### config.mk
export PLATFORM = sky130hd
export DESIGN_NAME = pixel_pearson_correlation_top
export DESIGN_NICKNAME = d
export VERILOG_FILES = /design/src/design/ppc_pkg.sv /design/src/design/pixel_pearson_correlation_top.sv /design/src/design/ppc_accum.sv /design/src/design/ppc_mul.sv
export SDC_FILE = /design/constraint.sdc
export NUM_CORES = 2
export LEC_CHECK = 0
export BUFFER_PORTS_ARGS = -buffer_cell sky130_fd_sc_hd__clkbuf_2
export CORE_AREA = 5 5 386 388
export DETAILED_ROUTE_END_ITERATION = 8
export DIE_AREA = 0 0 391 393
export GPL_ROUTABILITY_DRIVEN = 1
export PLACE_DENSITY = 0.72
export SLEW_MARGIN = 20
export SYNTH_ARGS = -nofsm -noshare
export SYNTH_HDL_FRONTEND = slang
export SYNTH_HIERARCHICAL = 1
export SYNTH_SLANG_ARGS = --single-unit
### constraint.sdc
create_clock -name clock -period 23.1 [get_ports clock]
set_input_delay 6.93 -clock clock [delete_from_list [all_inputs] [get_ports clock]]
set_output_delay 6.93 -clock clock [all_outputs]
set_load 0.01 [all_outputs]
### src/design/ppc_pkg.sv
// shared types and constants for the pearson correlation block
// no dependencies
package ppc_pkg;

   localparam int DEF_MAX_PIXELS_LOG2 = 24;
   localparam int Q_W = 15;
   localparam logic [Q_W-1:0] Q_ONE = 15'd16384;
   localparam int ODD_W = 30;

   typedef enum logic [3:0] {
      ST_IDLE,
      ST_NUM1,
      ST_NUM2,
      ST_VA1,
      ST_VA2,
      ST_VB1,
      ST_VB2,
      ST_CHECK,
      ST_LHS,
      ST_RHS,
      ST_SEARCH,
      ST_EMIT
   } st_type;

   typedef struct packed {
      logic add;
      logic clear;
   } acc_ctl_type;

endpackage

### src/design/pixel_pearson_correlation_top.sv
// pearson correlation of two luma windows: accumulator, shared multiplier, sequencer
// depends on ppc_pkg, ppc_accum, ppc_mul
//
// usage: drive req_pixel_a/req_pixel_b/req_last with start high; the item is
// taken when busy is low. a pair with req_last low is added to the sums and
// busy stays low, so pairs may stream one per cycle. a pair with req_last high
// raises busy while the sequencer runs every product through one shift-add
// multiplier that retires one multiplier bit per cycle:
//   six sum products with multipliers of at most P+16 bits, then num^2 and
//   va*vb with 2*P+16 bit multipliers, then a binary search of at most 15
//   steps, each step a 30 bit multiply.
// the result then shows on rsp_correlation/rsp_flat for one cycle with
// rsp_strobe high; the receiver cannot stall, the item is taken that cycle.
// the sums clear in that same cycle and busy falls after it.
// pairs beyond 2^MAX_PIXELS_LOG2 in a window are dropped from the sums.
// reset clears the sums and returns the sequencer to idle.
module pixel_pearson_correlation_top import ppc_pkg::*; #(
   parameter int MAX_PIXELS_LOG2 = DEF_MAX_PIXELS_LOG2
) (
   input  logic               clock,
   input  logic               reset,
   input  logic               start,
   output logic               busy,
   input  logic [7:0]         req_pixel_a,
   input  logic [7:0]         req_pixel_b,
   input  logic               req_last,
   output logic               rsp_strobe,
   output logic signed [15:0] rsp_correlation,
   output logic               rsp_flat
);
   localparam int CW = MAX_PIXELS_LOG2 + 1;
   localparam int SW = MAX_PIXELS_LOG2 + 8;
   localparam int QW = MAX_PIXELS_LOG2 + 16;
   localparam int VW = 2 * MAX_PIXELS_LOG2 + 16;
   localparam int LW = 2 * VW;
   localparam int WW = LW + ODD_W;
   localparam int BW = (VW > ODD_W) ? VW : ODD_W;

   st_type        st_ff, st_in;
   acc_ctl_type   acc_ctl;
   logic [CW-1:0] pair_count;
   logic [SW-1:0] sum_a, sum_b;
   logic [QW-1:0] sum_a_sq, sum_b_sq, sum_ab;

   logic          mul_start, mul_done;
   logic [WW-1:0] op_a, product;
   logic [BW-1:0] op_b;

   logic          issued_ff, issued_in;
   logic [VW-1:0] t1_ff, t1_in, num_ff, num_in, va_ff, va_in, vb_ff, vb_in;
   logic [LW-1:0] lhs_ff, lhs_in, rhs_ff, rhs_in;
   logic          neg_ff, neg_in, flat_ff, flat_in;
   logic [Q_W-1:0] lo_ff, lo_in, hi_ff, hi_in, mid, odd;
   logic [Q_W:0]   mid_sum;
   logic [ODD_W-1:0] odd_sq;
   logic [VW-1:0] prod_v, diff;
   logic          accept;

   assign accept = start && (st_ff == ST_IDLE);

   ppc_accum #(.MAX_PIXELS_LOG2(MAX_PIXELS_LOG2)) u_accum (
      .clock(clock), .reset(reset), .ctl(acc_ctl),
      .pixel_a(req_pixel_a), .pixel_b(req_pixel_b),
      .pair_count(pair_count), .sum_a(sum_a), .sum_b(sum_b),
      .sum_a_sq(sum_a_sq), .sum_b_sq(sum_b_sq), .sum_ab(sum_ab)
   );

   ppc_mul #(.AW(WW), .BW(BW)) u_mul (
      .clock(clock), .reset(reset), .start(mul_start),
      .op_a(op_a), .op_b(op_b), .done(mul_done), .product(product)
   );

   assign prod_v  = product[VW-1:0];
   assign diff    = (t1_ff >= prod_v) ? (t1_ff - prod_v) : (prod_v - t1_ff);
   assign mid_sum = {1'b0, lo_ff} + {1'b0, hi_ff} + (Q_W+1)'(1);
   assign mid     = mid_sum[Q_W:1];
   assign odd     = {mid[Q_W-2:0], 1'b0} - Q_W'(1);
   assign odd_sq  = ODD_W'(odd) * ODD_W'(odd);

   always_comb begin
      st_in       = st_ff;
      issued_in   = issued_ff;
      t1_in       = t1_ff;
      num_in      = num_ff;
      va_in       = va_ff;
      vb_in       = vb_ff;
      lhs_in      = lhs_ff;
      rhs_in      = rhs_ff;
      neg_in      = neg_ff;
      flat_in     = flat_ff;
      lo_in       = lo_ff;
      hi_in       = hi_ff;
      mul_start   = 1'b0;
      op_a        = '0;
      op_b        = '0;
      acc_ctl.add   = accept;
      acc_ctl.clear = 1'b0;
      rsp_strobe  = 1'b0;

      case (st_ff)
         ST_NUM1, ST_VA1, ST_VB1: begin
            op_a = WW'(pair_count);
            op_b = (st_ff == ST_NUM1) ? BW'(sum_ab) :
                   (st_ff == ST_VA1)  ? BW'(sum_a_sq) : BW'(sum_b_sq);
         end
         ST_NUM2: begin op_a = WW'(sum_a); op_b = BW'(sum_b); end
         ST_VA2:  begin op_a = WW'(sum_a); op_b = BW'(sum_a); end
         ST_VB2:  begin op_a = WW'(sum_b); op_b = BW'(sum_b); end
         ST_LHS:  begin op_a = WW'(num_ff); op_b = BW'(num_ff); end
         ST_RHS:  begin op_a = WW'(va_ff); op_b = BW'(vb_ff); end
         ST_SEARCH: begin op_a = WW'(rhs_ff); op_b = BW'(odd_sq); end
         default: begin op_a = '0; op_b = '0; end
      endcase

      case (st_ff)
         ST_IDLE: begin
            issued_in = 1'b0;
            if (accept && req_last) st_in = ST_NUM1;
         end
         ST_NUM1, ST_NUM2, ST_VA1, ST_VA2, ST_VB1, ST_VB2, ST_LHS, ST_RHS: begin
            if (!issued_ff) begin
               mul_start = 1'b1;
               issued_in = 1'b1;
            end else if (mul_done) begin
               issued_in = 1'b0;
               case (st_ff)
                  ST_NUM1: begin t1_in = prod_v; st_in = ST_NUM2; end
                  ST_NUM2: begin
                     num_in = diff;
                     neg_in = t1_ff < prod_v;
                     st_in  = ST_VA1;
                  end
                  ST_VA1: begin t1_in = prod_v; st_in = ST_VA2; end
                  ST_VA2: begin va_in = diff; st_in = ST_VB1; end
                  ST_VB1: begin t1_in = prod_v; st_in = ST_VB2; end
                  ST_VB2: begin vb_in = diff; st_in = ST_CHECK; end
                  ST_LHS: begin lhs_in = product[LW-1:0]; st_in = ST_RHS; end
                  default: begin
                     rhs_in = product[LW-1:0];
                     lo_in  = '0;
                     hi_in  = Q_ONE;
                     st_in  = ST_SEARCH;
                  end
               endcase
            end
         end
         ST_CHECK: begin
            flat_in = (va_ff == '0) || (vb_ff == '0);
            lo_in   = '0;
            st_in   = flat_in ? ST_EMIT : ST_LHS;
         end
         ST_SEARCH: begin
            if (lo_ff >= hi_ff) begin
               st_in = ST_EMIT;
            end else if (!issued_ff) begin
               mul_start = 1'b1;
               issued_in = 1'b1;
            end else if (mul_done) begin
               issued_in = 1'b0;
               // largest k with 2^30 num^2 >= (2k-1)^2 va vb
               if ({lhs_ff, {ODD_W{1'b0}}} >= product) lo_in = mid;
               else hi_in = mid - Q_W'(1);
            end
         end
         ST_EMIT: begin
            rsp_strobe    = 1'b1;
            acc_ctl.clear = 1'b1;
            flat_in       = 1'b0;
            st_in         = ST_IDLE;
         end
         default: st_in = ST_IDLE;
      endcase
   end

   always_ff @(posedge clock) begin
      if (reset) begin
         st_ff     <= ST_IDLE;
         issued_ff <= 1'b0;
         flat_ff   <= 1'b0;
      end else begin
         st_ff     <= st_in;
         issued_ff <= issued_in;
         flat_ff   <= flat_in;
      end
      t1_ff  <= t1_in;
      num_ff <= num_in;
      va_ff  <= va_in;
      vb_ff  <= vb_in;
      lhs_ff <= lhs_in;
      rhs_ff <= rhs_in;
      neg_ff <= neg_in;
      lo_ff  <= lo_in;
      hi_ff  <= hi_in;
   end

   assign busy            = (st_ff != ST_IDLE);
   assign rsp_flat        = flat_ff;
   assign rsp_correlation = neg_ff ? (16'sd0 - signed'({1'b0, lo_ff}))
                                   : signed'({1'b0, lo_ff});
endmodule

### src/design/ppc_accum.sv
// pixel count and running sums of a, b, a*a, b*b, a*b
// depends on ppc_pkg
module ppc_accum import ppc_pkg::*; #(
   parameter int MAX_PIXELS_LOG2 = DEF_MAX_PIXELS_LOG2
) (
   input  logic                         clock,
   input  logic                         reset,
   input  acc_ctl_type                  ctl,
   input  logic [7:0]                   pixel_a,
   input  logic [7:0]                   pixel_b,
   output logic [MAX_PIXELS_LOG2:0]     pair_count,
   output logic [MAX_PIXELS_LOG2+7:0]   sum_a,
   output logic [MAX_PIXELS_LOG2+7:0]   sum_b,
   output logic [MAX_PIXELS_LOG2+15:0]  sum_a_sq,
   output logic [MAX_PIXELS_LOG2+15:0]  sum_b_sq,
   output logic [MAX_PIXELS_LOG2+15:0]  sum_ab
);
   localparam int CW = MAX_PIXELS_LOG2 + 1;
   localparam int SW = MAX_PIXELS_LOG2 + 8;
   localparam int QW = MAX_PIXELS_LOG2 + 16;

   logic [CW-1:0] count_ff;
   logic [SW-1:0] sa_ff, sb_ff;
   logic [QW-1:0] saa_ff, sbb_ff, sab_ff;
   logic          room;

   // count saturates at the window limit, later pairs are dropped
   assign room = ~count_ff[CW-1];

   always_ff @(posedge clock) begin
      if (reset || ctl.clear) begin
         count_ff <= '0;
         sa_ff    <= '0;
         sb_ff    <= '0;
         saa_ff   <= '0;
         sbb_ff   <= '0;
         sab_ff   <= '0;
      end else if (ctl.add && room) begin
         count_ff <= count_ff + CW'(1);
         sa_ff    <= sa_ff + SW'(pixel_a);
         sb_ff    <= sb_ff + SW'(pixel_b);
         saa_ff   <= saa_ff + QW'(16'(pixel_a) * 16'(pixel_a));
         sbb_ff   <= sbb_ff + QW'(16'(pixel_b) * 16'(pixel_b));
         sab_ff   <= sab_ff + QW'(16'(pixel_a) * 16'(pixel_b));
      end
   end

   assign pair_count = count_ff;
   assign sum_a      = sa_ff;
   assign sum_b      = sb_ff;
   assign sum_a_sq   = saa_ff;
   assign sum_b_sq   = sbb_ff;
   assign sum_ab     = sab_ff;
endmodule

### src/design/ppc_mul.sv
// shift-add multiplier, one multiplier bit per cycle, stops when the rest is zero
// depends on ppc_pkg
module ppc_mul import ppc_pkg::*; #(
   parameter int AW = 64,
   parameter int BW = 32
) (
   input  logic          clock,
   input  logic          reset,
   input  logic          start,
   input  logic [AW-1:0] op_a,
   input  logic [BW-1:0] op_b,
   output logic          done,
   output logic [AW-1:0] product
);
   logic [AW-1:0] a_ff, a_in, acc_ff, acc_in;
   logic [BW-1:0] b_ff, b_in;
   logic          busy_ff, busy_in, done_ff, done_in;

   always_comb begin
      a_in    = a_ff;
      b_in    = b_ff;
      acc_in  = acc_ff;
      busy_in = busy_ff;
      done_in = 1'b0;
      if (start) begin
         a_in    = op_a;
         b_in    = op_b;
         acc_in  = '0;
         busy_in = 1'b1;
      end else if (busy_ff) begin
         if (b_ff == '0) begin
            busy_in = 1'b0;
            done_in = 1'b1;
         end else begin
            if (b_ff[0]) acc_in = acc_ff + a_ff;
            a_in = {a_ff[AW-2:0], 1'b0};
            b_in = {1'b0, b_ff[BW-1:1]};
         end
      end
   end

   always_ff @(posedge clock) begin
      if (reset) begin
         busy_ff <= 1'b0;
         done_ff <= 1'b0;
      end else begin
         busy_ff <= busy_in;
         done_ff <= done_in;
      end
      a_ff   <= a_in;
      b_ff   <= b_in;
      acc_ff <= acc_in;
   end

   assign done    = done_ff;
   assign product = acc_ff;
endmodule

# Word-level counts from Yosys, hierarchy flattened
# Cells that the tools add are included.
# totals
reg_bits	1140
inputBits	20
output_inout_bits	19
elab_cells	152
# op_classes
add_sub_neg	14
mul	4
n_lt_le_gt_ge	4
n_eq_ne	22
muxes	48
bitwise	4
reduce_logical	33
# ops
cell	count
128-bit one-hot mux with 6 select lines	1
158-bit 2-to-1 mux	3
64-bit one-hot mux with 6 select lines	1
64-bit 2-to-1 mux	4
15-bit 2-to-1 mux	14
64-bit logical NOT	3
158-bit adder	1
158-bit >= comparator	1
64-bit subtractor	2
40-bit by 16-bit adder with 40-bit output	3
40-bit 2-to-1 mux	2
32-bit by 8-bit adder with 32-bit output	2
64-bit >= comparator	1
64-bit < comparator	1
8-bit by 8-bit multiplier with 16-bit output	3
15-bit one-hot mux with 3 select lines	1
15-bit by 15-bit multiplier with 30-bit output	1
15-bit one-hot mux with 2 select lines	1
15-bit by 1-bit subtractor with 15-bit output (second input constant)	2
4-bit one-hot mux with 7 select lines	1
4-bit AND reduction	7
25-bit by 1-bit adder with 25-bit output (second input constant)	1
15-bit by 15-bit adder with 16-bit output	1
16-bit by 1-bit adder with 16-bit output (second input constant)	1
29 further kinds	71

# Longest topological paths before layout
# depth
ltp_word	8
mapped_depth	37
mapped_depth_nobuf	36

# Cells and area by module
# Netlist, hierarchy kept.
# modules_own_cells
module	n_inst	cells_each	area_each_um2	seq_area_each_um2
pixel_pearson_correlation_top	1	3835	39704.3	16425.8
ppc_mul	1	2772	25443.2	9869.5
ppc_accum	1	2015	16864.9	4184.0

# Least setup slack after synthesis
# Ideal clock, no wire load.
# synth_timing
path_kind	in2reg
start	input req_pixel_a[6]
end	register u_accum.sab_ff[19] (netlist: u_accum/sum_ab[19])
arrival_time_ps	11368
t_required_ps	22972
slack_ps	11604
cell_stages	18
cell_sequence	clkbuf_1 clkbuf_1 nand2_1 fa_1 inv_1 fa_1 fa_1 inv_1 fa_1 inv_1 ha_1 a2111oi_0 a211o_1 o21ba_2 nand4bb_1 nor3b_1 xnor2_1 nor2_1
# synth_between
elab_chain_len	2
# synth_rtl
item	line_no	source
start: declaration	pixel_pearson_correlation_top.sv:24	input logic [7:0] req_pixel_a,
8-bit by 8-bit multiplier with 16-bit output	ppc_accum.sv:44	sab_ff <= sab_ff + QW'(16'(pixel_a) * 16'(pixel_b));
40-bit by 16-bit adder with 40-bit output	ppc_accum.sv:44	
end signal: assignment	ppc_accum.sv:44	
end: declaration	ppc_accum.sv:24	logic [QW-1:0] saa_ff, sbb_ff, sab_ff;
# No other way between the ends.
# A chain may end at the register's enable or synchronous reset.

# Worst setup path after layout
# layout_timing
start	input req_pixel_b[5]
end	register u_accum.sbb_ff[38] (netlist: u_accum/sum_b_sq[38])
# layout_between
elab_chain_len	2
# layout_rtl
item	line_no	source
start: declaration	pixel_pearson_correlation_top.sv:25	input logic [7:0] req_pixel_b,
8-bit by 8-bit multiplier with 16-bit output	ppc_accum.sv:43	sbb_ff <= sbb_ff + QW'(16'(pixel_b) * 16'(pixel_b));
40-bit by 16-bit adder with 40-bit output	ppc_accum.sv:43	
end signal: assignment	ppc_accum.sv:43	
end: declaration	ppc_accum.sv:24	
# No other way between the ends.

==> flow_summary.toml <==
[finish]
nNetsFinal = 9507
stdcell_area_sq_um = 88600
layout-drive-gt1-share_pct = 8.30
nFillCells = 12200
area_delta_synth_final_pct = 8.05
stdcell_count = 10600

[grt]
grt.total_usage_pct = 33.7
grt_pass1_wl_um = 399000
overflow = 0
grt_max_degree = 87
grt_pass1_vias = 64900
antenna_found_initial = 4

[cts]
clkSlewWorstSetupHoldPaths_ns = 0.06
cts_buffer_depth = 3
cts.sinks = 1140
h-tree-depth = 4
cts_resized = 0
cts_buffers = 131
worstSkewPairLatency_ns = 0.79
postCtsHoldBufs = 0
cts_tree = "done"
cts_root_buf = "clkbuf_16"
cts_setup_buffers = 0

[sta]
slew_headroom_pct = 12.0
setup_viol = 0
hold_violations = 0
period_share_pct = 49.7
rsz0062_at_grt = "false"
fmax_mhz = 87.2
setup_ws_ns = 11.63
hold_slack_ns = 0.438
fin_skew_ns = 0.0661
layout_min_cycle_time_ns = 11.47
setup_tns_ns = 0
slew_violations = 0
worst_pin_slew_ns = 1.31

[flow_run]
max_cap_violations = 0

[synth]
synth_common_cells = "841 x nand2_1, 836 x inv_1, 765 x a21oi_1, 765 x edfxtp_1, 674 x ha_1"
synth_edf_count = 765
synth_area_leaders = "edfxtp_1 28%, ha_1 10%, dfxtp_1 9.2%, fa_1 6.5%, a21oi_1 4.7%"
synth_ff_type = "edfxtp_1"
ys_seq_elements = 1140
synth_area_sq_um = 82000
synthCells = 8622
synth_top_cell_by_area = "edfxtp_1"
synth_top_area_share_pct = 28.0
synth_most_common_cell = "nand2_1"
synth_area_per_cell_sq_um = 9.51
synth_cell_types = 135
ys_warn_count = 6
synthArstFlopShare_pct = 0
synth-seq-area-share_pct = 37.2

[detailed_routing]
drc_errors = 0
dr_total_vias = 67600
drt-wirelength-per-cell_um = 25.0
ant_nets = 0
drt-total-wl_um = 264000
avgViaCountPerCell = 6.39
drt-initial-drc-count = 7603
first_pass_iters = 9

[floorplan]
die_h_um = 393
die_area_sq_um = 154000
core_sq_um = 145000
fp-row-count = 140
start_util_pct = 56.5
ios = 39
die_width_um = 391

[min_path]
holdCritPathClass = "reg -> reg"
holdPathStages = 0

[worst_setup_path]
worstRegToRegCells = 32
crit_path_end_kind = "flip-flop"
crit_type = "in -> reg"
cp_max_fo = 14
arrival_ns = 12.07
start_kind = "primary input"
cp.required_ns = 23.70

[pwr]
peakVddDrop_mv = 0.102
powerDensity_nw_per_um2 = 126
leakage_uw = 0.0361

[run_status]
status = "complete, no violations"

[placed_design]
io_buffers = 38
dp_hpwl_um = 201000
pre_cts_slack_ns = 10.87
gp_congestion = 0.992
post_dp_cell_area_sq_um = 84100
dp.cells = 10300
[final timing paths]
check / from / end / slack (ns)
worst min register to register: u_mul/product[45]$_SDFFE_PP0P_ / lhs_ff[45]$_DFFE_PP_ / 0.44
worst max-delay path: req_pixel_b[5] / u_accum/sum_b_sq[38]$_SDFFE_PP0P_ / 11.63
worst min-delay path: u_mul/product[45]$_SDFFE_PP0P_ / lhs_ff[45]$_DFFE_PP_ / 0.44
worst max register to register: lo_ff[0]$_SDFFCE_PN0P_ / u_mul/b_ff[29]$_DFFE_PP_ / 12.47
[layer usage]
metal	part of all wire, %	global-route usage, %
met3	8.9	5.36
met4	4.7	13.8
met5	0	0
met2	44	52.0
met1	43	47.6
[through the flow]
| step | utilization (%) | power, uW |
|---|---|---|
| 2_1_floorplan | - | 7100 |
| 3_3_place_gp | 57.9 | 8730 |
| 3_5_place_dp | 58.0 | 8810 |
| 4_1_cts | 61.1 | 11000 |
| 5_1_grt | 61.1 | 11800 |
| 6_report | 61.1 | 11200 |
[sequential cells by signal, indices dropped and copies added, names as in the netlist, 4 cells and up]
register / flops
u_accum/sum_b_sq: 40
hi_ff: 15
u_accum/sum_a: 32
u_accum/pair_count: 25
lo_ff: 15
u_mul/a_ff: 158
vb_ff: 64
rhs_ff: 128
u_mul/b_ff: 64
u_accum/sum_b: 32
va_ff: 64
u_accum/sum_ab: 40
num_ff: 64
lhs_ff: 128
u_accum/sum_a_sq: 40
u_mul/product: 158
t1_ff: 64
st_ff: 4
[layout make-up]
| cell class | count | area (sq um) | share of cell area, % |
|---|---|---|---|
| multi-input cells | 6286 | 47000 | 53.1 |
| flip-flops and latches | 1140 | 30500 | 34.4 |
| clock buffers | 175 | 3650 | 4.12 |
| inverters | 841 | 3160 | 3.56 |
| well taps | 1917 | 2400 | 2.71 |
| repair buffers | 146 | 1000 | 1.13 |
| clock inverters | 67 | 897 | 1.01 |
| diodes | 2 | 5.00 | 0.00565 |
[placed cells by master (no fill, tap or decap), drive strengths merged, types with 122 or more instances in the layout]
master | synthesis | routed
a21o | 235 | 235
a21oi | 771 | 771
and2 | 173 | 173
clkbuf | 293 | 213
dfxtp | 375 | 375
edfxtp | 765 | 765
fa | 267 | 267
ha | 674 | 674
inv | 839 | 846
mux2 | 230 | 230
nand2 | 843 | 843
nand3 | 132 | 132
nand4 | 184 | 184
nor2 | 537 | 537
o21ai | 381 | 381
o21bai | 122 | 122
xnor2 | 249 | 249
xor2 | 132 | 132
[where the power goes]
| group | leakage (uW) | switching (uW) | total, uW | internal [uW] |
|---|---|---|---|---|
| Clock | 0.00222 | 911 | 2210 | 1300 |
| Sequential | 0.0101 | 442 | 3330 | 2880 |
| Combinational | 0.0238 | 3620 | 5620 | 2000 |
| Total | 0.0361 | 4980 | 11200 | 6180 |
[worst max-delay path, cell delays in order]
cell,delay (ns)
clkbuf_2,0.34
inv_1,0.24
nor2_1,0.28
fa_1,0.49
fa_1,0.51
inv_1,0.05
fa_1,0.46
fa_1,0.54
inv_1,0.04
ha_1,0.32
o21ai_0,0.13
o21ai_0,0.33
nand3_1,0.27
a2111oi_4,0.72
o211ai_1,0.17
xor2_1,0.19
nor2_1,0.05
[cells by family after synthesis]
| kind of cell | Yosys count | synth area share (%) |
|---|---|---|
| AOI/OAI and AO/OA | 2274 | 18.3 |
| xor gates and xnor gates | 381 | 4.07 |
| adders and majority gates | 941 | 16.8 |
| buffers and inverters | 1225 | 5.80 |
| DFF | 1140 | 37.2 |
| muxes | 294 | 3.95 |
| other | 1 | 0.00457 |
| and+or+nand+nor | 2366 | 13.9 |
(Power assumes the default switching activity.)
